### src/hdl/nmea_pkg.sv
// ----------------------------------------------------------------------------
// nmea_pkg: shared types, constants and functions for the NMEA sentence checker
// Holds the line-scan phase encoding, the result record, the character
// constants and the header table that maps a line header to a sentence kind.
// ----------------------------------------------------------------------------
package nmea_pkg;

   // Default sizing of the line store and the star search window
   localparam int LINE_BYTES_DEF = 128;
   localparam int SCAN_LIMIT_DEF = 75;

   // Character codes
   localparam logic [7:0] CHAR_NL     = 8'h0A;
   localparam logic [7:0] CHAR_DOLLAR = 8'h24;
   localparam logic [7:0] CHAR_STAR   = 8'h2A;
   localparam logic [7:0] CHAR_NUL    = 8'h00;

   // Sentence kind codes
   localparam logic [2:0] KIND_NONE = 3'd0;
   localparam int         KIND_COUNT = 6;

   // Header bytes 1..5 of each known sentence, byte 1 in the lowest bits.
   // Strings are written reversed so the first header char lands in bits 7:0.
   localparam logic [KIND_COUNT-1:0][39:0] KIND_HEADS = '{
      "LLGNG",   // $GNGLL -> kind 6
      "CMRNG",   // $GNRMC -> kind 5
      "AGGNG",   // $GNGGA -> kind 4
      "LLGPG",   // $GPGLL -> kind 3
      "CMRPG",   // $GPRMC -> kind 2
      "AGGPG"    // $GPGGA -> kind 1
   };

   // Scan phase of the line being received
   typedef enum logic [5:0] {
      PH_AWAIT  = 6'b000001,
      PH_SUM    = 6'b000010,
      PH_HEXH   = 6'b000100,
      PH_HEXL   = 6'b001000,
      PH_DONE   = 6'b010000,
      PH_REJECT = 6'b100000
   } phase_type;

   // One line result
   typedef struct packed {
      logic       checksum_ok;
      logic [2:0] sentence_kind;
      logic [7:0] computed_xor;
      logic [7:0] line_length;
      logic       ended_by_overflow;
   } result_type;

   // Uppercase hex character for one nibble
   function automatic logic [7:0] hex_digit(input logic [3:0] v);
      logic [7:0] wide;
      wide = {4'h0, v};
      return (v < 4'd10) ? (8'h30 + wide) : (8'h37 + wide);
   endfunction

   // First matching header wins; no match gives KIND_NONE
   function automatic logic [2:0] header_kind(input logic [39:0] head);
      logic [2:0] kind;
      kind = KIND_NONE;
      for (int k = KIND_COUNT - 1; k >= 0; k--) begin
         if (head == KIND_HEADS[k]) begin
            kind = 3'(k + 1);
         end
      end
      return kind;
   endfunction

endpackage

### src/hdl/nmea_sentence_checker_unit.sv
// Path: a byte that ends a line gives its result on rsp through the input register,
//    then the result register.
// Throughput: one byte per cycle, set by the scan update; a
//    line result waiting on rsp stalls only a following line-ending byte.
// Reset: synchronous, active high; clears the line state and both valid flags.
// ----------------------------------------------------------------------------
// nmea_sentence_checker_unit: NMEA 0183 sentence checksum checker
// Gathers received bytes into lines and reports, per line, the checksum
// verdict, the sentence kind, the computed XOR, the length and overflow.
// ----------------------------------------------------------------------------
module nmea_sentence_checker_unit #(
   parameter int LINE_BYTES = nmea_pkg::LINE_BYTES_DEF,
   parameter int SCAN_LIMIT = nmea_pkg::SCAN_LIMIT_DEF
) (
   input  logic        clock,
   input  logic        reset,
   input  logic        req_tvalid,
   output logic        req_tready,
   input  logic [7:0]  req_tdata,   // [7:0] rx_byte
   output logic        rsp_tvalid,
   input  logic        rsp_tready,
   output logic [23:0] rsp_tdata,   // [0] checksum_ok, [8:1] computed_xor,
                                    // [16:9] line_length, [17] ended_by_overflow
   output logic [2:0]  rsp_tuser    // [2:0] sentence_kind
);

   logic                 in_valid_ff, in_valid_in;
   logic [7:0]           in_byte_ff,  in_byte_in;
   logic                 out_valid_ff, out_valid_in;
   nmea_pkg::result_type out_res_ff,   out_res_in;
   logic                 line_end;
   logic                 out_free;
   logic                 fire;
   nmea_pkg::result_type scan_res;

   nmea_scan #(
      .LINE_BYTES (LINE_BYTES),
      .SCAN_LIMIT (SCAN_LIMIT)
   ) u_scan (
      .clock    (clock),
      .reset    (reset),
      .fire     (fire),
      .rx_byte  (in_byte_ff),
      .line_end (line_end),
      .result   (scan_res)
   );

   // Byte moves on unless it needs the result slot and that slot is busy
   assign out_free   = !out_valid_ff || rsp_tready;
   assign fire       = in_valid_ff && (!line_end || out_free);
   assign req_tready = !in_valid_ff || fire;

   // Input register
   always_comb begin
      in_valid_in = in_valid_ff;
      in_byte_in  = in_byte_ff;
      if (req_tvalid && req_tready) begin
         in_valid_in = 1'b1;
         in_byte_in  = req_tdata;
      end else if (fire) begin
         in_valid_in = 1'b0;
      end
   end

   // Result register
   always_comb begin
      out_valid_in = out_valid_ff;
      out_res_in   = out_res_ff;
      if (fire && line_end) begin
         out_valid_in = 1'b1;
         out_res_in   = scan_res;
      end else if (rsp_tready) begin
         out_valid_in = 1'b0;
      end
   end

   always_ff @(posedge clock) begin
      if (reset) begin
         in_valid_ff  <= 1'b0;
         out_valid_ff <= 1'b0;
      end else begin
         in_valid_ff  <= in_valid_in;
         out_valid_ff <= out_valid_in;
      end
   end

   always_ff @(posedge clock) begin
      in_byte_ff <= in_byte_in;
      out_res_ff <= out_res_in;
   end

   // Output packing
   assign rsp_tvalid = out_valid_ff;
   assign rsp_tdata  = {6'b0, out_res_ff.ended_by_overflow, out_res_ff.line_length,
                        out_res_ff.computed_xor, out_res_ff.checksum_ok};
   assign rsp_tuser  = out_res_ff.sentence_kind;

endmodule

### src/hdl/nmea_scan.sv
// ----------------------------------------------------------------------------
// nmea_scan: per-byte line scanner
// Keeps the running state of the line being received, updates it for one
// byte per transaction and forms the line result when the line ends.
// ----------------------------------------------------------------------------
module nmea_scan #(
   parameter int LINE_BYTES = nmea_pkg::LINE_BYTES_DEF,
   parameter int SCAN_LIMIT = nmea_pkg::SCAN_LIMIT_DEF
) (
   input  logic                 clock,
   input  logic                 reset,
   input  logic                 fire,       // consume byte this cycle
   input  logic [7:0]           rx_byte,
   output logic                 line_end,   // byte ends the line
   output nmea_pkg::result_type result
);

   localparam int CNT_W = $clog2(LINE_BYTES + 1);

   logic [CNT_W-1:0]    count_ff,  count_in;
   nmea_pkg::phase_type phase_ff,  phase_in;
   logic [7:0]          xor_ff,    xor_in;
   logic [7:0]          hexh_ff,   hexh_in;
   logic [7:0]          hexl_ff,   hexl_in;
   logic [39:0]         header_ff, header_in;
   logic                full;
   logic                hex_seen;

   assign full     = (count_ff == CNT_W'(LINE_BYTES));
   assign line_end = (rx_byte == nmea_pkg::CHAR_NL) || full;

   // Next state for one consumed byte
   always_comb begin
      count_in  = count_ff;
      phase_in  = phase_ff;
      xor_in    = xor_ff;
      hexh_in   = hexh_ff;
      hexl_in   = hexl_ff;
      header_in = header_ff;
      if (fire) begin
         if (line_end) begin
            count_in  = '0;
            phase_in  = nmea_pkg::PH_AWAIT;
            xor_in    = '0;
            hexh_in   = '0;
            hexl_in   = '0;
            header_in = '0;
         end else begin
            count_in = count_ff + 1'b1;
            unique case (phase_ff)
               nmea_pkg::PH_AWAIT: begin
                  phase_in = (rx_byte == nmea_pkg::CHAR_DOLLAR) ?
                             nmea_pkg::PH_SUM : nmea_pkg::PH_REJECT;
               end
               nmea_pkg::PH_SUM: begin
                  if (count_ff >= CNT_W'(SCAN_LIMIT) || rx_byte == nmea_pkg::CHAR_NUL) begin
                     phase_in = nmea_pkg::PH_REJECT;
                  end else if (rx_byte == nmea_pkg::CHAR_STAR) begin
                     phase_in = nmea_pkg::PH_HEXH;
                  end else begin
                     xor_in = xor_ff ^ rx_byte;
                  end
               end
               nmea_pkg::PH_HEXH: begin
                  hexh_in  = rx_byte;
                  phase_in = nmea_pkg::PH_HEXL;
               end
               nmea_pkg::PH_HEXL: begin
                  hexl_in  = rx_byte;
                  phase_in = nmea_pkg::PH_DONE;
               end
               default: begin
               end
            endcase
            // capture header bytes 1..5
            for (int k = 1; k <= 5; k++) begin
               if (count_ff == CNT_W'(k)) begin
                  header_in[8*(k-1) +: 8] = rx_byte;
               end
            end
         end
      end
   end

   // Line result, valid when line_end is high
   assign hex_seen = (phase_ff == nmea_pkg::PH_HEXH) || (phase_ff == nmea_pkg::PH_HEXL) ||
                     (phase_ff == nmea_pkg::PH_DONE);

   always_comb begin
      result.checksum_ok = hex_seen &&
                           (hexh_ff == nmea_pkg::hex_digit(xor_ff[7:4])) &&
                           (hexl_ff == nmea_pkg::hex_digit(xor_ff[3:0]));
      result.sentence_kind     = result.checksum_ok ? nmea_pkg::header_kind(header_ff) :
                                                      nmea_pkg::KIND_NONE;
      result.computed_xor      = xor_ff;
      result.line_length       = 8'(count_ff);
      result.ended_by_overflow = full;
   end

   // State registers
   always_ff @(posedge clock) begin
      if (reset) begin
         count_ff  <= '0;
         phase_ff  <= nmea_pkg::PH_AWAIT;
         xor_ff    <= '0;
         hexh_ff   <= '0;
         hexl_ff   <= '0;
         header_ff <= '0;
      end else begin
         count_ff  <= count_in;
         phase_ff  <= phase_in;
         xor_ff    <= xor_in;
         hexh_ff   <= hexh_in;
         hexl_ff   <= hexl_in;
         header_ff <= header_in;
      end
   end

endmodule

### config.mk
export PLATFORM = sky130hd
export DESIGN_NAME = nmea_sentence_checker_unit
export DESIGN_NICKNAME = d
export VERILOG_FILES = /design/src/hdl/nmea_pkg.sv /design/src/hdl/nmea_sentence_checker_unit.sv /design/src/hdl/nmea_scan.sv
export SDC_FILE = /design/constraint.sdc
export NUM_CORES = 1
export LEC_CHECK = 0
export ABC_CLOCK_PERIOD_IN_PS = 7400
export BUFFER_PORTS_ARGS = -buffer_cell sky130_fd_sc_hd__buf_2
export CORE_MARGIN = 3
export CORE_UTILIZATION = 45
export DETAILED_ROUTE_END_ITERATION = 10
export MAX_ROUTING_LAYER = met4
export PLACE_DENSITY = 0.72
export SETUP_SLACK_MARGIN = 0.5
export SYNTH_ARGS = -nofsm -noshare
export SYNTH_HDL_FRONTEND = slang
export SYNTH_HIERARCHICAL = 1
export SYNTH_SLANG_ARGS = --single-unit
### constraint.sdc
create_clock -name clock -period 7.4 [get_ports clock]
set_clock_uncertainty 0.2 [all_clocks]
set_input_delay 1.11 -clock clock [delete_from_list [all_inputs] [get_ports clock]]
set_output_delay 1.11 -clock clock [all_outputs]
set_load 0.1 [all_outputs]
Yosys cells after proc, flatten, opt, wreduce, memory -nomap -nowiden
Cells that the tools add are included. W data, S select, Z words.

Bitwise logic cells: 2. Equality and inequality tests: 25. $lt $le $gt $ge: 3. Add/subtract/negate cells: 5. Multiplexer cells: 32. Shift operators: 0. Divide/modulo/power cells: 0. Multiply operators: 0. Reduce and logical (&&, ||, !) cells: 38.

Operators with widths (count): $eq A40 B39 Y1 const B (6); $mux W8 (16); $mux W40 (1); $add A6 B4 Y7 const A (4); $mux W6 (4); $pmux W6 S4 (1); $reduce_bool A2 Y1 (10); $eq A8 B2 Y1 const B (2); $eq A8 B3 Y1 const B (2); $eq A8 B6 Y1 const B (2); $eq A8 B8 Y1 (2); $reduce_and A2 Y1 (7); $mux W3 (3); $add A8 B1 Y8 const B (1); $eq A8 B1 Y1 const B (1); $eq A8 B4 Y1 const B (1); $eq A8 B8 Y1 const B (1); $ge A8 B7 Y1 const B (1); $logic_not A8 Y1 (1); $lt A4 B4 Y1 const B (2); $xor A8 B8 Y8 (1); $logic_or A1 B1 Y1 (7); $eq A6 B1 Y1 const B (1); $eq A6 B2 Y1 const B (1); 15 further kinds (27).

Bits in read-only memories: 0. RAM bits: 0. Input bits: 12. Logic and storage cells: 125. Memories: 0. Bits in latches: 0. Register bits after elaboration: 109.

Depth between registers and ports, before layout
Gate-level depths: netlist of the first run.

Depth after elaboration: 8. Gate-level depth with buffers: 11.

Hierarchy
The synthesis of the first run kept the hierarchy.

Modules (own cells, without submodules): nmea_scan (area an instance 3878.7 µm², cells each 435, sequential area each 1561.5 µm², times used 1); nmea_sentence_checker_unit (area an instance 1023.5 µm², cells each 48, sequential area each 910.9 µm², times used 1).

Worst setup path before layout of the first run
Ideal clock, no wire load.

Kind: register -> output. From: register u_scan.count_ff[4]. To: output req_tready. Cell stages (with the launch flop): 6. Arrival: 2.030 ns. Slack: 4.060 ns. Cell sequence: dfxtp_1 -> or4_1 -> clkbuf_1 -> nor3_1 -> a21o_1 -> nand4b_2.

Longest elaborated chain between the ends: 6.

Ends and longest elaborated chain: start: declaration (line nmea_scan.sv:20) `logic [CNT_W-1:0] count_ff, count_in;`; start signal: assignment (line nmea_scan.sv:110) `count_ff <= count_in;`; $eq A8 B8 Y1 (line nmea_scan.sv:29) `assign full = (count_ff == CNT_W'(LINE_BYTES));`; named net u_scan.full (line nmea_scan.sv:26) `logic full;`; $logic_or A1 B1 Y1 (line nmea_scan.sv:30) `assign line_end = (rx_byte == nmea_pkg::CHAR_NL) || full;`; named net line_end (line nmea_sentence_checker_unit.sv:31) `logic line_end;`; $logic_not A1 Y1 (line nmea_sentence_checker_unit.sv:50) `assign fire = in_valid_ff && (!line_end || out_free);`; $logic_or A1 B1 Y1 (line nmea_sentence_checker_unit.sv:50); $logic_and A1 B1 Y1 (line nmea_sentence_checker_unit.sv:50); $logic_or A1 B1 Y1 (line nmea_sentence_checker_unit.sv:51) `assign req_tready = !in_valid_ff || fire;`; end: declaration (line nmea_sentence_checker_unit.sv:18) `output logic req_tready,`.

The timed path passes the listed nets, and every way through them passes these cells.

Worst setup path in the final report of the first run
From: register in_byte_ff[4]. To: output req_tready.

Longest elaborated chain between the ends: 6.

Ends and longest elaborated chain: start: declaration (line nmea_sentence_checker_unit.sv:28) `logic [7:0] in_byte_ff, in_byte_in;`; start signal: assignment (line nmea_sentence_checker_unit.sv:88) `in_byte_ff <= in_byte_in;`; $eq A8 B4 Y1 (line nmea_scan.sv:30); $logic_or A1 B1 Y1 (line nmea_scan.sv:30); named net line_end (line nmea_sentence_checker_unit.sv:31); $logic_not A1 Y1 (line nmea_sentence_checker_unit.sv:50); $logic_or A1 B1 Y1 (line nmea_sentence_checker_unit.sv:50); $logic_and A1 B1 Y1 (line nmea_sentence_checker_unit.sv:50); $logic_or A1 B1 Y1 (line nmea_sentence_checker_unit.sv:51).

The timed path passes the listed nets, and every way through them passes these cells.

==> results of run 1 <==
-- flip-flops by register name, summed over array words and instances (netlist names) --
register          count
u_scan/phase_ff       6
u_scan/header_ff     40
u_scan/hexl_ff        8
in_valid_ff           1
u_scan/hexh_ff        8
rsp_tvalid            1
in_byte_ff            8
rsp_tuser             3
u_scan/count_ff       8
rsp_tdata            18
u_scan/xor_ff         8
-- metal layers --
metal	track usage, %	wire (um)	vias up
met5	-	0	-
met4	4.75	165	0
met3	5.59	764	15
met2	32.5	5360	150
met1	25.4	4890	1855
li1	-	-	1814
-- worst max-delay path, stage by stage, from the launching register on --
cell      delay, ns
edfxtp_1       0.60
nor4_2         0.72
a21o_1         0.29
nand4b_2       0.14
buf_2          0.32
-- cell type report --
class / count / area, um^2 / area share [%]
tap: 136 / 170 / 3.22
clock inverter: 5 / 40.0 / 0.757
clock buffer: 11 / 153 / 2.89
multi-input combinational: 327 / 2210 / 41.9
inverter: 16 / 60.1 / 1.14
sequential: 109 / 2470 / 46.8
timing repair buffer: 35 / 178 / 3.36
-- through the flow --
| stage | power [mW] | instances | hold WS [ns] | setup slack (ns) |
|---|---|---|---|---|
| CTS | 1.05 | 639 | 0.287 | 3.63 |
| floorplan | 0.686 | 488 | 0.206 | 4.06 |
| global route | 1.09 | 639 | 0.304 | 3.51 |
| finish | 1.04 | 639 | 0.290 | 3.64 |
| detailed placement | 0.700 | 623 | 0.262 | 4.06 |
| global placement | 0.699 | 623 | 0.259 | 4.14 |
-- power groups by stage --
stage,Sequential (mW),Combinational (mW),Clock (mW)
floorplan,0.635,0.0511,0
global placement,0.649,0.0498,0
detailed placement,0.649,0.0512,0
CTS,0.636,0.0512,0.362
global route,0.638,0.0563,0.391
finish,0.636,0.0514,0.355
-- synthesized netlist by cell type (2+ instances only) --
| master | count |
|---|---|
| nand2b_1 | 3 |
| and4b_1 | 2 |
| nand4_1 | 8 |
| o21a_1 | 2 |
| or4_1 | 3 |
| o41ai_1 | 2 |
| ha_1 | 6 |
| nor2_1 | 58 |
| nor4bb_1 | 3 |
| o21ai_1 | 2 |
| o31ai_2 | 3 |
| nor3_1 | 7 |
| nor3b_1 | 6 |
| o211ai_1 | 6 |
| nor4_1 | 8 |
| nor2b_1 | 3 |
| and4_1 | 2 |
| inv_1 | 16 |
| a21o_1 | 6 |
| nor4b_1 | 6 |
| nand2_1 | 22 |
| buf_4 | 8 |
| o22ai_1 | 3 |
| dfxtp_1 | 80 |
| a211oi_1 | 2 |
| a22oi_1 | 44 |
| buf_2 | 6 |
| nand3_1 | 7 |
| and3b_1 | 2 |
| xor2_1 | 13 |
| mux2i_1 | 3 |
| xnor2_1 | 4 |
| o21ai_0 | 13 |
| clkbuf_1 | 20 |
| a22o_1 | 16 |
| edfxtp_1 | 29 |
| a21oi_1 | 19 |
| and3_1 | 9 |
| nand3b_1 | 5 |
-- worst paths after layout --
| kind | startpoint | to | slack [ns] |
|---|---|---|---|
| max | in_byte_ff[4]$_DFFE_PP_ | req_tready | 3.64 |
| min | u_scan/header_ff[30]$_SDFFE_PP0P_ | u_scan/header_ff[30]$_SDFFE_PP0P_ | 0.29 |
| max reg2reg | in_byte_ff[4]$_DFFE_PP_ | u_scan/header_ff[22]$_SDFFE_PP0P_ | 4.15 |
| min reg2reg | u_scan/header_ff[30]$_SDFFE_PP0P_ | u_scan/header_ff[30]$_SDFFE_PP0P_ | 0.29 |
-- kinds of logic after synthesis --
kind of cell / synth area share, %
flip-flops: 50.4
multiplexers: 0.842
buffers and inverters: 4.93
XOR/XNOR: 3.04
other: 0.0765
adder cells (fa/ha/maj): 1.53
AND/OR/NAND/NOR: 19.7
AO/OA/AOI/OAI: 19.5
==> results by group, run 1 <==
Clock network
  • Post-cts sizing count: 0
  • Setup Fix Bufs, Post-CTS: 0
  • Clk pin slew, worst setup/hold paths: 0.10 ns
  • Clock tree buffer depth: 2
  • H-tree levels: 3
  • TritonCTS clock tree: yes
  • Worst skew pair latency: 0.37 ns
  • Sink Count: 109
  • Hold-fix buffers at CTS: 0
  • TritonCTS buffer count: 9
  • CTS root buf: clkbuf_8

STA
  • RSZ-0062 raised after global routing: false
  • Fin. Hold Viols: 0
  • Slew margin rel.: 26.2%
  • Worst Max-Slew Pin Slew: 1.11 ns
  • Final setup fails: 0
  • Max-slew violation count: 0
  • Crit path time final: 3.76 ns
  • Total Neg Setup Slack: 0 ns
  • Fmax: 266 MHz
  • Period utilisation layout: 50.8%

Power and ir drop
  • P_int: 0.777 mW
  • Sw frac: 25.4%
  • Sequential power share: 61.1%
  • Sw Pwr: 0.265 mW
  • Worst VDD drop: 0.107 mV
  • Clk pwr share: 34.0%
  • Leakage: 1.96 nW
  • P per Cell Area: 197 nW/um^2
  • Combinational share of power: 4.9%

Logic synthesis
  • Avg Cell Area, Syn: 10.1 um^2
  • Main synth FF type: dfxtp_1
  • Synth Instances: 483
  • Synth top area share: 32.7%
  • Seq/Total Area, Yosys: 50.4%
  • Mapped cell area: 4900 um^2
  • Post-synth top area cell: dfxtp_1
  • Synth Warn #: 6
  • Asr flop ratio synth: 0%
  • Number of enable flip-flop cells after synthesis: 29
  • Synth cell types: 65
  • Synth Register Bits: 109
  • Synth top area cells: dfxtp_1, edfxtp_1, a22oi_1

Finish
  • Fillers: 968
  • # diodes: 0
  • Leading cell type in the layout, fill and taps excluded: dfxtp_1
  • Area growth from synthesis to layout: 7.84%
  • Ratio of cells with drive above 1 in the final layout: 13.5%
  • Final nets: 516
  • Final core utilization: 50.5%
  • Most frequent cells in the layout: dfxtp_1, nor2_1, a22oi_1, buf_2, edfxtp_1
  • Design area: 5290 um^2

Routing
  • Mean number of vias per cell: 6.00
  • DR WL/cell: 17.5 um
  • Routed vias: 3834
  • Pre-antenna DRT Iters: 5
  • Drt total wl: 11200 um
  • Final ANT Viol Nets: 0
  • DRC: 0
  • First DRT Iteration DRCs: 258

Run status
  • Status: finished clean

Job
  • Max-cap violations: 0

Setup path
  • Setup CP Type: flop to primary output
  • Worst EP required: 6.09 ns
  • Setup crit end kind: primary output
  • Worst setup SP type: flop
  • CP max FO: 10
  • Worst r2r path cells: 8
  • Critical Path AT: 2.45 ns

Floorplanning
  • Rows: 37
  • Die Width: 110 um
  • CORE AREA: 10500 um^2
  • Top Ports: 41
  • Die height: 110 um
  • Full die area: 12200 um^2
  • Initial cell density of the core: 46.9%

Global route
  • First-pass GRT wire length: 18600 um
  • Initial antenna violation count: 0
  • GR Overflow Total: 0
  • Tot GR Track Use: 20.2%
  • Pin count of the biggest net entering global routing: 50
  • Vias in the first global route: 3665

Worst hold path
  • Hold Crit Depth: 1
  • Hold Path Class: flop to flop

Place
  • # port buffers: 34
  • Post-DP Area: 5090 um^2
  • Routability cong.: 0.865
  • DP HPWL: 7620 um
Note: power is estimated with default switching activity, not from simulation.
==> inputs of run 2 (changes only) <==
--- a/config.mk
+++ b/config.mk
@@ -5,13 +5,14 @@
 export SDC_FILE = /design/constraint.sdc
 export NUM_CORES = 1
 export LEC_CHECK = 0
-export ABC_CLOCK_PERIOD_IN_PS = 7400
+export ABC_AREA = 1
+export ABC_CLOCK_PERIOD_IN_PS = 3150
 export BUFFER_PORTS_ARGS = -buffer_cell sky130_fd_sc_hd__buf_2
 export CORE_MARGIN = 3
 export CORE_UTILIZATION = 45
 export DETAILED_ROUTE_END_ITERATION = 10
 export MAX_ROUTING_LAYER = met4
-export PLACE_DENSITY = 0.72
+export PLACE_DENSITY = 0.74
 export SETUP_SLACK_MARGIN = 0.5
 export SYNTH_ARGS = -nofsm -noshare
 export SYNTH_HDL_FRONTEND = slang
==> constraint.sdc (replaced) <==
create_clock -name clock -period 3.15 [get_ports clock]
set_clock_uncertainty 0.2 [all_clocks]
set_input_delay 0.4725 -clock clock [delete_from_list [all_inputs] [get_ports clock]]
set_output_delay 0.4725 -clock clock [all_outputs]
set_load 0.1 [all_outputs]
==> results by group, run 2 <==
Setup path
  • FF-to-FF setup slack: 0.65 ns (-3.50 ns)
  • Setup crit end kind: primary output
  • Critical Path AT: 1.85 ns (-0.60 ns)
  • Worst setup SP type: flop
  • CP max FO: 4 (-6)
  • Crit Reg-Reg Startpoint: in_byte_ff[3]$_DFFE_PP_
  • Max incr delay on CP: 0.49 ns (-0.23 ns)
  • Worst path buffer plus inverter count: 3 (+2)
  • Setup CP Type: flop to primary output
  • Cell mode on critical path: nor2_4
  • Worst EP required: 2.48 ns (-3.61 ns)
  • Crit-path cells: nor2_2, nand2_2, nor2_4, nor2_4, inv_1, buf_4, nand4_4, buf_8
  • Crit path depth: 8 (+4)
  • Critical path origin: in_byte_ff[5]$_DFFE_PP_
  • Slowest CP cell: edfxtp_1
  • CP delay by family, top: simple AND/OR/NAND/NOR gates
  • Worst r2r path cells: 15 (+7)
  • Reg2reg end: u_scan/header_ff[34]$_SDFFE_PP0P_

Global route
  • Pin count of the biggest net entering global routing: 63 (+26%)
  • Initial antenna violation count: 0 (unchanged)
  • GR Overflow Total: 0 (unchanged)
  • Vias in the first global route: 4297 (+17%)
  • First-pass GRT wire length: 20400 um (+9.9%)
  • Tot GR Track Use: 19.5% (-0.69 points)

Logic synthesis
  • Synth top area share: 29.0% (-3.7 points)
  • Multiplexer share of the synthesized area: 0% (-0.84 points)
  • Seq/Total Area, Yosys: 44.8% (-5.6 points)
  • Commonest cells in the netlist: nand2_1, inv_1, dfxtp_1
  • Avg Cell Area, Syn: 7.48 um^2 (-26%)
  • Asr flop ratio synth: 0% (unchanged)
  • Synth Register Bits: 109 (unchanged)
  • Post-Synth Adder-Cell Area: 1.36% (-0.17 points)
  • Post-synthesis xor/xnor area fraction: 1.11% (-1.9 points)
  • Complex-gate fraction of the synthesized area: 8.12% (-11 points)
  • Number of enable flip-flop cells after synthesis: 29 (unchanged)
  • Top-count cell post-synth: nand2_1
  • Synth top area cells: dfxtp_1, nand2_1, edfxtp_1
  • Simple logic cell fraction of the synthesized area: 36.7% (+17 points)
  • Main synth FF type: dfxtp_1
  • Synth Warn #: 6 (unchanged)
  • Mapped cell area: 5520 um^2 (+13%)
  • Synth cell types: 40 (-38%)
  • Synth Instances: 738 (+53%)
  • Post-synth top area cell: dfxtp_1
  • Largest family of logic cells by synthesized area: simple AND/OR/NAND/NOR gates

Worst hold path
  • Min-delay src: req_tdata[5]
  • Hold Path End: in_byte_ff[5]$_DFFE_PP_
  • Hold Crit Depth: 1 (unchanged)
  • Hold Path Class: input pin to flop

Routing
  • DR WL/cell: 13.4 um (-23%)
  • Drt total wl: 12600 um (+13%)
  • Mean number of vias per cell: 5.11 (-15%)
  • Final ANT Viol Nets: 0 (unchanged)
  • Pre-antenna DRT Iters: 5 (unchanged)
  • Routed vias: 4815 (+26%)
  • First DRT Iteration DRCs: 418 (+62%)
  • DRC: 0 (unchanged)

Finish
  • Final core utilization: 54.3% (+3.8 points)
  • Max reg flops: 40 (unchanged)
  • Fillers: 1088 (+12%)
  • Register Area: 2480 um^2 (+0.30%)
  • Final nets: 812 (+57%)
  • Multi-input logic area: 2710 um^2 (+22%)
  • Most flops, register: u_scan/header_ff
  • Leading cell type in the layout, fill and taps excluded: nand2_1
  • Ratio of cells with drive above 1 in the final layout: 17.1% (+3.6 points)
  • Area growth from synthesis to layout: 15.3%
  • Most frequent cells in the layout: nand2_1, inv_1, dfxtp_1, nor2_1, a21oi_1
  • Design area: 6360 um^2 (+20%)
  • # diodes: 0 (unchanged)

Floorplanning
  • Initial cell density of the core: 47.1% (+0.27 points)
  • Top Ports: 41 (unchanged)
  • Die height: 117 um (+5.8%)
  • Die Width: 117 um (+5.8%)
  • CORE AREA: 11700 um^2 (+12%)
  • Full die area: 13600 um^2 (+12%)
  • Rows: 39 (+5.4%)

STA
  • Max-slew violation count: 0 (unchanged)
  • Crit path time final: 2.52 ns
  • Period utilisation layout: 80.1%
  • Slew margin rel.: 57.4% (+31 points)
  • RSZ-0062 raised after global routing: false
  • Final setup fails: 0 (unchanged)
  • Worst Max-Slew Pin Slew: 0.639 ns (-0.467 ns)
  • Total Neg Setup Slack: 0 ns (unchanged)
  • Fmax: 396 MHz
  • Fin. Hold Viols: 0 (unchanged)
  • Worst hold slack: 0.0947 ns (-0.195 ns)

Clock network
  • TritonCTS clock tree: yes
  • TritonCTS buffer count: 9 (unchanged)
  • Sink Count: 109 (unchanged)
  • Worst skew pair latency: 0.35 ns (-0.02 ns)
  • Hold-fix buffers at CTS: 0 (unchanged)
  • Clock tree buffer depth: 2 (unchanged)
  • H-tree levels: 3 (unchanged)
  • CTS root buf: clkbuf_16
  • Clk pin slew, worst setup/hold paths: 0.07 ns (-0.03 ns)

Place
  • # port buffers: 34 (unchanged)
  • DP HPWL: 8510 um (+12%)
  • Routability cong.: 0.943 (+9.0%)
  • Post-DP Area: 5820 um^2 (+14%)

Power and ir drop
  • Leakage: 2.45 nW (+25%)
  • Combinational share of power: 8.7% (+3.8 points)
  • Tot Pwr: 2.88 mW (+180%)
  • P per Cell Area: 453 nW/um^2 (+130%)
  • Sequential power share: 51.5% (-9.6 points)
  • Worst VDD drop: 0.218 mV (+100%)
  • Clk pwr share: 39.8% (+5.8 points)
  • P_int: 2.16 mW (+180%)
  • Sw Pwr: 0.723 mW (+170%)
  • Sw frac: 25.1% (-0.34 points)

Run status
  • Status: finished clean

Job
  • Max-cap violations: 0 (unchanged)
## run 2: cell count changes in the layout (fill, tap and decap cells not counted), moves of 9 or more
cell and delta:
a22oi_1 -44, xor2_1 -11, nor2_2 +12, a22o_1 -16, nor2_4 +16, clkbuf_8 -9, nand2_1 +213, nor2_1 +17
buf_4 +19, a21oi_1 +51, and3_1 -9, inv_1 +62, nand3_1 +30
## run 2: layout make-up
class                           count  area share, %
Multi-Input combinational cell    534           42.6
Tap cell                          143           2.81
Sequential cell                   109           39.0
Inverter                           84           5.06
Clock buffer                       10           3.60
Timing Repair Buffer               56           5.82
Clock inverter                      6           1.12
## run 2: what timing repair did
item / 4_1_cts / 5_1_grt
pin swaps: 1 / 12
resized for setup: 9 / 16
endpoints found under the setup margin: 55 / 74
cloned: 0 / 2
setup buffers: 2 / 14
endpoints found under the hold margin: 0 / 0
## run 2: worst max path at each step
stage	slack, ns	endpoint
after CTS	0.50	req_tready
after floorplan	0.56	u_scan/count_ff[7]$_SDFFE_PP0P_
after global routing	0.50	u_scan/header_ff[24]$_SDFFE_PP0P_
after detailed placement	0.37	u_scan/hexh_ff[5]$_SDFFE_PP0P_
after global placement	0.42	u_scan/hexh_ff[4]$_SDFFE_PP0P_
final	0.63	req_tready
## run 2: routing by layer
| metal | GRT usage (%) | share of wire (%) | wire [um] |
|---|---|---|---|
| met1 | 26.6 | 45 | 5690 |
| met2 | 28.7 | 46 | 5790 |
| met3 | 2.75 | 6.2 | 779 |
| met4 | 8.64 | 2.9 | 361 |
| met5 | - | 0 | 0 |
## run 2: power groups by stage
| stage | clock, mW | combinational, mW | sequential, mW |
|---|---|---|---|
| 2_1_floorplan | 0 | 0.185 | 1.51 |
| 3_3_place_gp | 0 | 0.222 | 1.51 |
| 3_5_place_dp | 0 | 0.224 | 1.52 |
| 4_1_cts | 1.17 | 0.227 | 1.48 |
| 5_1_grt | 1.23 | 0.279 | 1.49 |
| 6_report | 1.15 | 0.252 | 1.48 |
## run 2: logic make-up (layout without fill, tap and decap cells)
family                     after synthesis  after routing
and+or+nand+nor                        428            430
DFF                                    109            109
buffers and inverters                  102            156
AOI/OAI and AO/OA                       85             85
xor gates and xnor gates                 7              7
adders and majority gates                6              6
other                                    1              6
## run 2: per-stage QoR
stage	std cells	worst slack [ns]
2_1_floorplan	743	0.556
3_3_place_gp	908	0.418
3_5_place_dp	908	0.367
4_1_cts	926	0.496
5_1_grt	942	0.503
6_report	942	0.627
